## src/rtl/core/i2cee_pkg.sv

```systemverilog
`default_nettype none

package i2cee_pkg;

	localparam int ADDR_W   = 11;
	localparam int LEN_W    = 12;
	localparam int DEV_W    = 7;
	localparam int WORD_W   = 8;
	localparam int CFG_IDX_W = 1;
	localparam int CFG_DATA_W = 12;

	localparam int PAGE_BYTES = 16;
	localparam int MEM_BYTES  = 2048;
	localparam int PAGE_W     = $clog2(PAGE_BYTES);
	localparam int CHUNK_W    = $clog2(PAGE_BYTES + 1);

	localparam logic [DEV_W-1:0] DEVICE_BASE_RST = DEV_W'(80);
	localparam logic [LEN_W-1:0] BYTE_SIZE_RST   = LEN_W'(2048);

	localparam logic [CFG_IDX_W-1:0] CFG_DEVICE_BASE = 1'b0;
	localparam logic [CFG_IDX_W-1:0] CFG_BYTE_SIZE   = 1'b1;

	typedef enum logic [1:0] {
		CMD_RD   = 2'd0,
		CMD_WR   = 2'd1,
		CMD_DONE = 2'd2,
		CMD_NOP  = 2'd3
	} cmd_t;

	typedef enum logic [1:0] {
		KIND_RD   = 2'd0,
		KIND_WR   = 2'd1,
		KIND_DONE = 2'd2,
		KIND_REJ  = 2'd3
	} kind_t;

	typedef enum logic [2:0] {
		ST_OK       = 3'd0,
		ST_BUSY     = 3'd1,
		ST_RD_RANGE = 3'd2,
		ST_WR_RANGE = 3'd3,
		ST_BUS_ERR  = 3'd4
	} status_t;

	typedef enum logic [3:0] {
		MODE_IDLE = 4'b0001,
		MODE_READ = 4'b0010,
		MODE_WRITE = 4'b0100,
		MODE_POLL = 4'b1000
	} mode_t;

	typedef struct packed {
		mode_t              mode;
		logic [ADDR_W-1:0]  cur;
		logic [LEN_W-1:0]   left;
		logic [ADDR_W-1:0]  off;
		logic [CHUNK_W-1:0] chunk;
	} job_t;

	typedef struct packed {
		kind_t             kind;
		logic [DEV_W-1:0]  dev;
		logic [WORD_W-1:0] word;
		logic [ADDR_W-1:0] off;
		logic [LEN_W-1:0]  len;
		status_t           status;
	} res_t;

	typedef struct packed {
		cmd_t              cmd;
		logic [ADDR_W-1:0] addr;
		logic [LEN_W-1:0]  len;
		logic              err;
	} item_t;

endpackage

`default_nettype wire

```

## src/rtl/core/i2cee_step.sv

```systemverilog
`default_nettype none

// One sequencer step: job state and one item in, next job state and at most one result out.
module i2cee_step
	import i2cee_pkg::*;
(
	input  wire item_t            item,
	input  wire job_t             st,
	input  wire [DEV_W-1:0]       device_base,
	input  wire [LEN_W-1:0]       byte_size,
	output job_t                  st_nxt,
	output res_t                  res,
	output logic                  has_res
);

	function automatic logic [DEV_W-1:0] dev_for(input logic [DEV_W-1:0] base,
			input logic [ADDR_W-1:0] a);
		return DEV_W'(base + DEV_W'(a[ADDR_W-1:WORD_W]));
	endfunction

	job_t               nc_src;
	logic [CHUNK_W-1:0] page_room;
	logic [CHUNK_W-1:0] chunk;
	logic [LEN_W-1:0]   limit;
	logic               out_of_range;
	logic               do_chunk;
	res_t               res_zero;

	always_comb begin
		limit = (byte_size < LEN_W'(MEM_BYTES)) ? byte_size : LEN_W'(MEM_BYTES);
		out_of_range = ((LEN_W+1)'(item.addr) + (LEN_W+1)'(item.len)) > (LEN_W+1)'(limit);

		res_zero = '{kind: KIND_DONE, dev: '0, word: '0, off: '0, len: '0, status: ST_OK};

		// source state for the next-chunk decision: a fresh write job or a finished poll
		nc_src = st;
		if (item.cmd == CMD_WR) begin
			nc_src.cur   = item.addr;
			nc_src.left  = item.len;
			nc_src.off   = '0;
			nc_src.chunk = '0;
		end else begin
			nc_src.cur  = ADDR_W'(st.cur + ADDR_W'(st.chunk));
			nc_src.off  = ADDR_W'(st.off + ADDR_W'(st.chunk));
			nc_src.left = (LEN_W'(st.chunk) > st.left) ? '0 : st.left - LEN_W'(st.chunk);
		end

		page_room = CHUNK_W'(PAGE_BYTES) - CHUNK_W'(nc_src.cur[PAGE_W-1:0]);
		chunk = (nc_src.left < LEN_W'(page_room)) ? CHUNK_W'(nc_src.left) : page_room;

		st_nxt   = st;
		res      = res_zero;
		has_res  = 1'b0;
		do_chunk = 1'b0;

		unique case (item.cmd)
			CMD_RD, CMD_WR: begin
				has_res = 1'b1;
				res.kind = KIND_REJ;
				if (st.mode != MODE_IDLE) begin
					res.status = ST_BUSY;
				end else if (out_of_range) begin
					res.status = (item.cmd == CMD_RD) ? ST_RD_RANGE : ST_WR_RANGE;
				end else if (item.cmd == CMD_RD) begin
					st_nxt.mode  = MODE_READ;
					st_nxt.cur   = item.addr;
					st_nxt.left  = item.len;
					st_nxt.off   = '0;
					st_nxt.chunk = '0;
					res.kind     = KIND_RD;
					res.dev      = dev_for(device_base, item.addr);
					res.word     = item.addr[WORD_W-1:0];
					res.len      = item.len;
				end else begin
					do_chunk = 1'b1;
				end
			end
			CMD_DONE: begin
				unique case (st.mode)
					MODE_READ: begin
						has_res     = 1'b1;
						st_nxt.mode = MODE_IDLE;
						res.status  = item.err ? ST_BUS_ERR : ST_OK;
					end
					MODE_WRITE: begin
						has_res = 1'b1;
						if (item.err) begin
							st_nxt.mode = MODE_IDLE;
							res.status  = ST_BUS_ERR;
						end else begin
							st_nxt.mode = MODE_POLL;
							res.kind    = KIND_RD;
							res.dev     = device_base;
							res.len     = LEN_W'(1);
						end
					end
					MODE_POLL: begin
						has_res = 1'b1;
						if (item.err) begin
							res.kind = KIND_RD;
							res.dev  = device_base;
							res.len  = LEN_W'(1);
						end else begin
							do_chunk = 1'b1;
						end
					end
					default: begin
						// done while idle: dropped
					end
				endcase
			end
			default: begin
				// no-op command
			end
		endcase

		if (do_chunk) begin
			st_nxt = nc_src;
			if (nc_src.left == '0) begin
				// nothing left (or an empty write): job completes
				st_nxt.mode = MODE_IDLE;
				res.kind    = KIND_DONE;
			end else begin
				st_nxt.mode  = MODE_WRITE;
				st_nxt.chunk = chunk;
				res.kind     = KIND_WR;
				res.dev      = dev_for(device_base, nc_src.cur);
				res.word     = nc_src.cur[WORD_W-1:0];
				res.off      = nc_src.off;
				res.len      = LEN_W'(chunk);
			end
		end
	end

endmodule

`default_nettype wire

```

## src/rtl/core/i2c_eeprom_page_write_sequencer.sv

```systemverilog
`default_nettype none

// Page-write sequencer for a small I2C EEPROM with 11-bit byte addresses.
// Input channel (in_valid/in_ready): commands start read, start write, and
// bus transaction finished (with bus_error). Output channel (out_valid/
// out_ready): bus read/write requests, job completions and start rejections;
// each input transaction gives zero or one output transaction.
// Config channel (cfg_valid/cfg_ready, always ready): index 0 device_base,
// index 1 byte_size; write only while no job is in flight.
// A result passes through the input register, then the result register; the
// step between the two registers is combinational. Throughput: one transaction
// per cycle while a low out_ready does not hold the result register (see Stall).
// Write jobs are split at 16-byte page edges; after each chunk written without
// bus_error the block issues 1-byte poll reads until one completes without bus_error.
// Reset: no job, output empty, device_base = 80, byte_size = 2048.
// Stall: while out_valid is held by a low out_ready, the input register
// keeps one more transaction and in_ready drops after that; nothing is lost.
module i2c_eeprom_page_write_sequencer
	import i2cee_pkg::*;
(
	input  wire                    clk,
	input  wire                    arst_n,
	// input channel
	input  wire                    in_valid,
	output logic                   in_ready,
	input  wire [1:0]              command,
	input  wire [ADDR_W-1:0]       start_address,
	input  wire [LEN_W-1:0]        length,
	input  wire                    bus_error,
	// output channel
	output logic                   out_valid,
	input  wire                    out_ready,
	output logic [1:0]             result_kind,
	output logic [DEV_W-1:0]       device_address,
	output logic [WORD_W-1:0]      word_address,
	output logic [ADDR_W-1:0]      buffer_offset,
	output logic [LEN_W-1:0]       transfer_length,
	output logic [2:0]             status,
	// configuration channel
	input  wire                    cfg_valid,
	output logic                   cfg_ready,
	input  wire [CFG_IDX_W-1:0]    cfg_index,
	input  wire [CFG_DATA_W-1:0]   cfg_data
);

	// input register
	logic  vld_s1;
	item_t item_s1;

	// job state and config
	job_t             job_q;
	logic [DEV_W-1:0] device_base_q;
	logic [LEN_W-1:0] byte_size_q;

	// result register
	logic out_valid_q;
	res_t res_q;

	job_t job_nxt;
	res_t res_nxt;
	logic has_res;
	logic advance;

	// s1 moves on whenever the result slot is free or draining this cycle
	assign advance   = vld_s1 && (!out_valid_q || out_ready);
	assign in_ready  = !vld_s1 || advance;
	assign cfg_ready = 1'b1;

	always_ff @(posedge clk or negedge arst_n) begin
		if (!arst_n) begin
			vld_s1 <= 1'b0;
		end else if (in_ready) begin
			vld_s1 <= in_valid;
		end
	end

	always_ff @(posedge clk) begin
		if (in_valid && in_ready) begin
			item_s1 <= '{cmd: cmd_t'(command), addr: start_address, len: length,
				err: bus_error};
		end
	end

	i2cee_step u_step (
		.item        (item_s1),
		.st          (job_q),
		.device_base (device_base_q),
		.byte_size   (byte_size_q),
		.st_nxt      (job_nxt),
		.res         (res_nxt),
		.has_res     (has_res)
	);

	always_ff @(posedge clk or negedge arst_n) begin
		if (!arst_n) begin
			job_q <= '{mode: MODE_IDLE, cur: '0, left: '0, off: '0, chunk: '0};
		end else if (advance) begin
			job_q <= job_nxt;
		end
	end

	always_ff @(posedge clk or negedge arst_n) begin
		if (!arst_n) begin
			device_base_q <= DEVICE_BASE_RST;
			byte_size_q   <= BYTE_SIZE_RST;
		end else if (cfg_valid && cfg_ready) begin
			unique case (cfg_index)
				CFG_DEVICE_BASE: device_base_q <= cfg_data[DEV_W-1:0];
				CFG_BYTE_SIZE:   byte_size_q   <= cfg_data[LEN_W-1:0];
				default: begin
				end
			endcase
		end
	end

	always_ff @(posedge clk or negedge arst_n) begin
		if (!arst_n) begin
			out_valid_q <= 1'b0;
		end else if (advance) begin
			out_valid_q <= has_res;
		end else if (out_ready) begin
			out_valid_q <= 1'b0;
		end
	end

	always_ff @(posedge clk) begin
		if (advance && has_res) begin
			res_q <= res_nxt;
		end
	end

	assign out_valid       = out_valid_q;
	assign result_kind     = res_q.kind;
	assign device_address  = res_q.dev;
	assign word_address    = res_q.word;
	assign buffer_offset   = res_q.off;
	assign transfer_length = res_q.len;
	assign status          = res_q.status;

endmodule

`default_nettype wire

```

## config.mk

```make
export PLATFORM = sky130hd
export DESIGN_NAME = i2c_eeprom_page_write_sequencer
export DESIGN_NICKNAME = d
export VERILOG_FILES = /design/src/rtl/core/i2cee_pkg.sv /design/src/rtl/core/i2cee_step.sv /design/src/rtl/core/i2c_eeprom_page_write_sequencer.sv
export SDC_FILE = /design/constraint.sdc
export NUM_CORES = 1
export LEC_CHECK = 0
export ABC_AREA = 1
export ABC_CLOCK_PERIOD_IN_PS = 10500
export BUFFER_PORTS_ARGS = -buffer_cell sky130_fd_sc_hd__buf_2
export CAP_MARGIN = 10
export CORE_MARGIN = 5
export CORE_UTILIZATION = 64
export CTS_CLUSTER_DIAMETER = 200
export CTS_CLUSTER_SIZE = 30
export DETAILED_ROUTE_END_ITERATION = 8
export HOLD_SLACK_MARGIN = 0.02
export PLACE_DENSITY = 0.89
export SETUP_SLACK_MARGIN = 0.4
export SYNTH_ARGS = -nofsm -noshare
export SYNTH_HDL_FRONTEND = slang
export SYNTH_SLANG_ARGS = --single-unit
```

## constraint.sdc

```tcl
create_clock -name clk -period 10.5 [get_ports clk]
set_input_delay 0.525 -clock clk [delete_from_list [all_inputs] [get_ports clk]]
set_output_delay 0.525 -clock clk [all_outputs]
set_load 0.02 [all_outputs]
```

==> flow_summary.ini <==
[status]
status = completed

[clock_tree]
numCtsBuffers = 17
cts_resized = 0
cts_tree = done
clk_latency_ns = 0.43
cts_setup_buffers = 0
htreeDepth = 4
cts.path.max_buffers = 2
cts_hold_buf = 0
cts-root-buf = clkbuf_16
cts.clk_slew.worst_paths_ns = 0.06
clock-sinks = 133

[power_and_ir_drop]
p_sw_w = 0.0008126
p_leak_nw = 4.435
combPwrFrac = 0.351
power.density_nw_per_um2 = 230.7
intPower_w = 0.001345
vdd_drop_max_mv = 0.1556
clockPowerShare = 0.305
finalPower_w = 0.002158
seq_power_share = 0.344
swShare = 0.3766

[sta]
setup_ws_ns = 5.800
rsz0062_at_grt = no
max_freq_mhz = 212.8
finalClockSkew_ns = 0.008336
finalMaxSlewViolations = 0
relSlewSlack = 0.2175
fin_crit_sh = 0.4476
finalSetupViolations = 0
period_needed_ns = 4.700
tns_ns = 0
tightest_slew_ns = 1.173
final-hold-violation-count = 0

[logic_synthesis]
ys_types = 52
yosysSeqAreaShare = 0.4524
yosys_most_used_dff = edfxtp_1
synth-seq-cells = 133
synth_compound_area_frac = 0.1210
async_reset_ff_frac = 0.4812
yosys.area.top_type_share = 0.2548
synthMuxAreaShare = 0.005540
synth_area_leaders = edfxtp_1 (25%), dfrtp_1 (18%), nand2_1 (11%)
synth_area_leader_cell = edfxtp_1
syn-mean-instance-area_um2 = 8.549
synth_top_family_by_area = simple AND/OR/NAND/NOR gates
synth_nets = 1050
synth-simple-area-share = 0.2291
synthAdderAreaFrac = 0.09018
syn_area_um2 = 8130
synth_edf_count = 69
syn_inst = 951
synth_xor_area_frac = 0.03016
yosysWarnings = 0

[placement]
gp_congestion = 0.8892
portBuffers = 88
placed_cells = 1192
preCtsSetupSlack_ns = 5.900
hpwl_um = 14480

[floorplan]
boundaryPins = 90
die_area_um2 = 15060
start_util = 0.6495
dieWidth_um = 122.7
core_um2 = 12520
die_h_um = 122.7
fp-row-count = 41

[global_route]
grt_pass1_wl_um = 33470
antenna_found_initial = 0
grtUsageTotal = 0.2898
grt_pass1_vias = 6836
grt_overflow = 0
grt_max_degree = 65

[detailed_routing]
drtPass1Iterations = 7
wirelength_um = 20630
drc = 0
postRouteAntennaNets = 0
dr.first_iter.drc_count = 718
vias_per_cell = 5.826
vias = 7131
wire_per_inst_um = 16.85

[finish]
n_antenna_cell = 0
nets = 1138
layoutNonFillerInstCount = 1224
postLayoutCoreUtil = 0.7472
layout-drive-gt1-share = 0.1692
synthToLayoutAreaGrowth_pct = 15.04

[worst_setup_path]
slowest_delay_ns = 0.66
path_cells = ha_1 -> inv_1 -> fa_1 -> o21ai_0 -> o21ai_1 -> nor2_1 -> nor2_1 -> nor2_1 -> nor2_1 -> o21ai_0 -> xor2_1 -> ha_1 -> a21o_1 -> a21oi_1 -> nand2_1 -> nand2_1 -> nand4_1 -> nand2_2 -> inv_2 -> nor2_8 -> nand2_1 -> o21ai_0
critPathKind = flip-flop to flip-flop
worstPathArrival_ns = 4.98
critPathLaunchType = flip-flop
crit_fanout = 43
worst_setup_path_end_kind = flip-flop
required_ns = 10.78
critPathBufInv = 2
slowest_stage = nand2_2
cp_common_cell = nor2_1
critical_path.top_delay_family = simple AND/OR/NAND/NOR gates

[min_path]
min_path_type = input port to flip-flop

[job]
cap_violations = 0
==> area by class of cell <==
class / count / area (um2)
tap: 172 / 215.2
inverter: 121 / 461.7
sequential: 133 / 3679
multi-input combinational: 675 / 3881
fill: 930 / 3164
clock buffer: 17 / 425.4
timing repair buffer: 91 / 462.9
clock inverter: 15 / 227.7
==> metal layers <==
layer	track usage	vias to the layer above	wire, um
met5	0	-	0
met4	0.1407	0	943
met3	0.06406	73	1618
met2	0.4653	325	9828
met1	0.3729	3367	8237
li1	-	3366	-
==> worst reg2reg max path: cells and delay by family, from the launching register on <==
kind	cells	cell delay [ns]
fa+ha+maj	3	0.86
xor+xnor	1	0.19
compound gates	6	0.96
buf+inv	2	0.35
simple gates	10	1.79
flops	1	0.40
==> stage by stage <==
| stage | hold slack [ns] | cell area, um2 |
|---|---|---|
| finish | 0.2636 | 9353 |
| global route | 0.2452 | 9353 |
| CTS | 0.2535 | 9353 |
| detailed placement | 0.4701 | 8700 |
| global placement | 0.4672 | 8700 |
| floorplan | 0.2294 | 8130 |
==> power groups by stage <==
stage          logic, W  registers, W  clock network [W]
3_3_place_gp   0.000709      0.000746                  0
5_1_grt        0.000846      0.000753           0.000692
2_1_floorplan  0.000522      0.000770                  0
4_1_cts        0.000747      0.000740           0.000659
3_5_place_dp   0.000730      0.000748                  0
6_report       0.000756      0.000743           0.000659
==> path summary, 6_finish.rpt <==
| kind | to | slack, ns | from | cells past startpoint |
|---|---|---|---|---|
| max | transfer_length[3] | 5.80 | item_s1[1] | 22 |
| min | item_s1[0] | 0.26 | bus_error | 1 |
| max reg2reg | transfer_length[3] | 5.80 | item_s1[1] | 22 |
| min reg2reg | job_q[28] | 0.48 | job_q[28] | 2 |
| max in group asynchronous | job_q[12] | 9.65 | arst_n | 2 |
| min in group asynchronous | byte_size_q[9] | 0.30 | arst_n | 2 |
==> cells in the final DEF, fill, tap and decap left out, types with 3 or more instances in the layout <==
| master | n |
|---|---|
| clkinv_4 | 5 |
| ha_1 | 49 |
| inv_1 | 109 |
| dfrtp_1 | 60 |
| o211ai_1 | 13 |
| bufinv_16 | 5 |
| clkbuf_16 | 17 |
| dfstp_2 | 4 |
| nand2_1 | 234 |
| mux2_2 | 4 |
| nand2_2 | 8 |
| nand3_1 | 47 |
| a21oi_1 | 38 |
| nor2_4 | 7 |
| o21bai_1 | 6 |
| o21ai_2 | 4 |
| inv_2 | 9 |
| xnor2_1 | 11 |
| xor2_1 | 17 |
| nor4_1 | 4 |
| a21o_1 | 4 |
| nand3_2 | 3 |
| a31oi_1 | 3 |
| buf_2 | 88 |
| edfxtp_1 | 69 |
| buf_4 | 3 |
| o21ai_0 | 66 |
| nor2_2 | 5 |
| nor2_1 | 72 |
| nor3_1 | 14 |
| nand2_4 | 3 |
| nand4_1 | 12 |
| o21ai_1 | 8 |
| o22ai_1 | 16 |
| fa_1 | 6 |
==> cells in the mapped netlist (all sizes together), types with 3 or more instances <==
library cell  number
mux2               4
nor4               4
a31oi              3
nor2              86
o21bai             6
nand2            246
o21ai             78
xnor2             11
nand4             12
o22ai             16
o211ai            13
nand3             50
edfxtp            69
fa                 6
buf               14
a21oi             40
dfstp              4
dfrtp             60
clkbuf             8
inv              119
a21o               4
xor2              17
nor3              14
ha                49
==> sequential cells by signal, indices dropped and copies added, names as in the netlist, 2 cells and up <==
signal and flops:
byte_size_q 12, buffer_offset 11, device_address 7, device_base_q 7, job_q 43, item_s1 26, transfer_length 12, result_kind 2
status 3, word_address 8
==> logic make-up (layout without fill, tap and decap cells) <==
group | after synthesis | count (layout)
simple gates | 417 | 417
compound gates | 170 | 170
buf+inv | 143 | 244
flops | 133 | 133
fa+ha+maj | 55 | 55
xor+xnor | 28 | 28
mux | 4 | 4
other cells | 1 | 1
(Power assumes the default switching activity.)
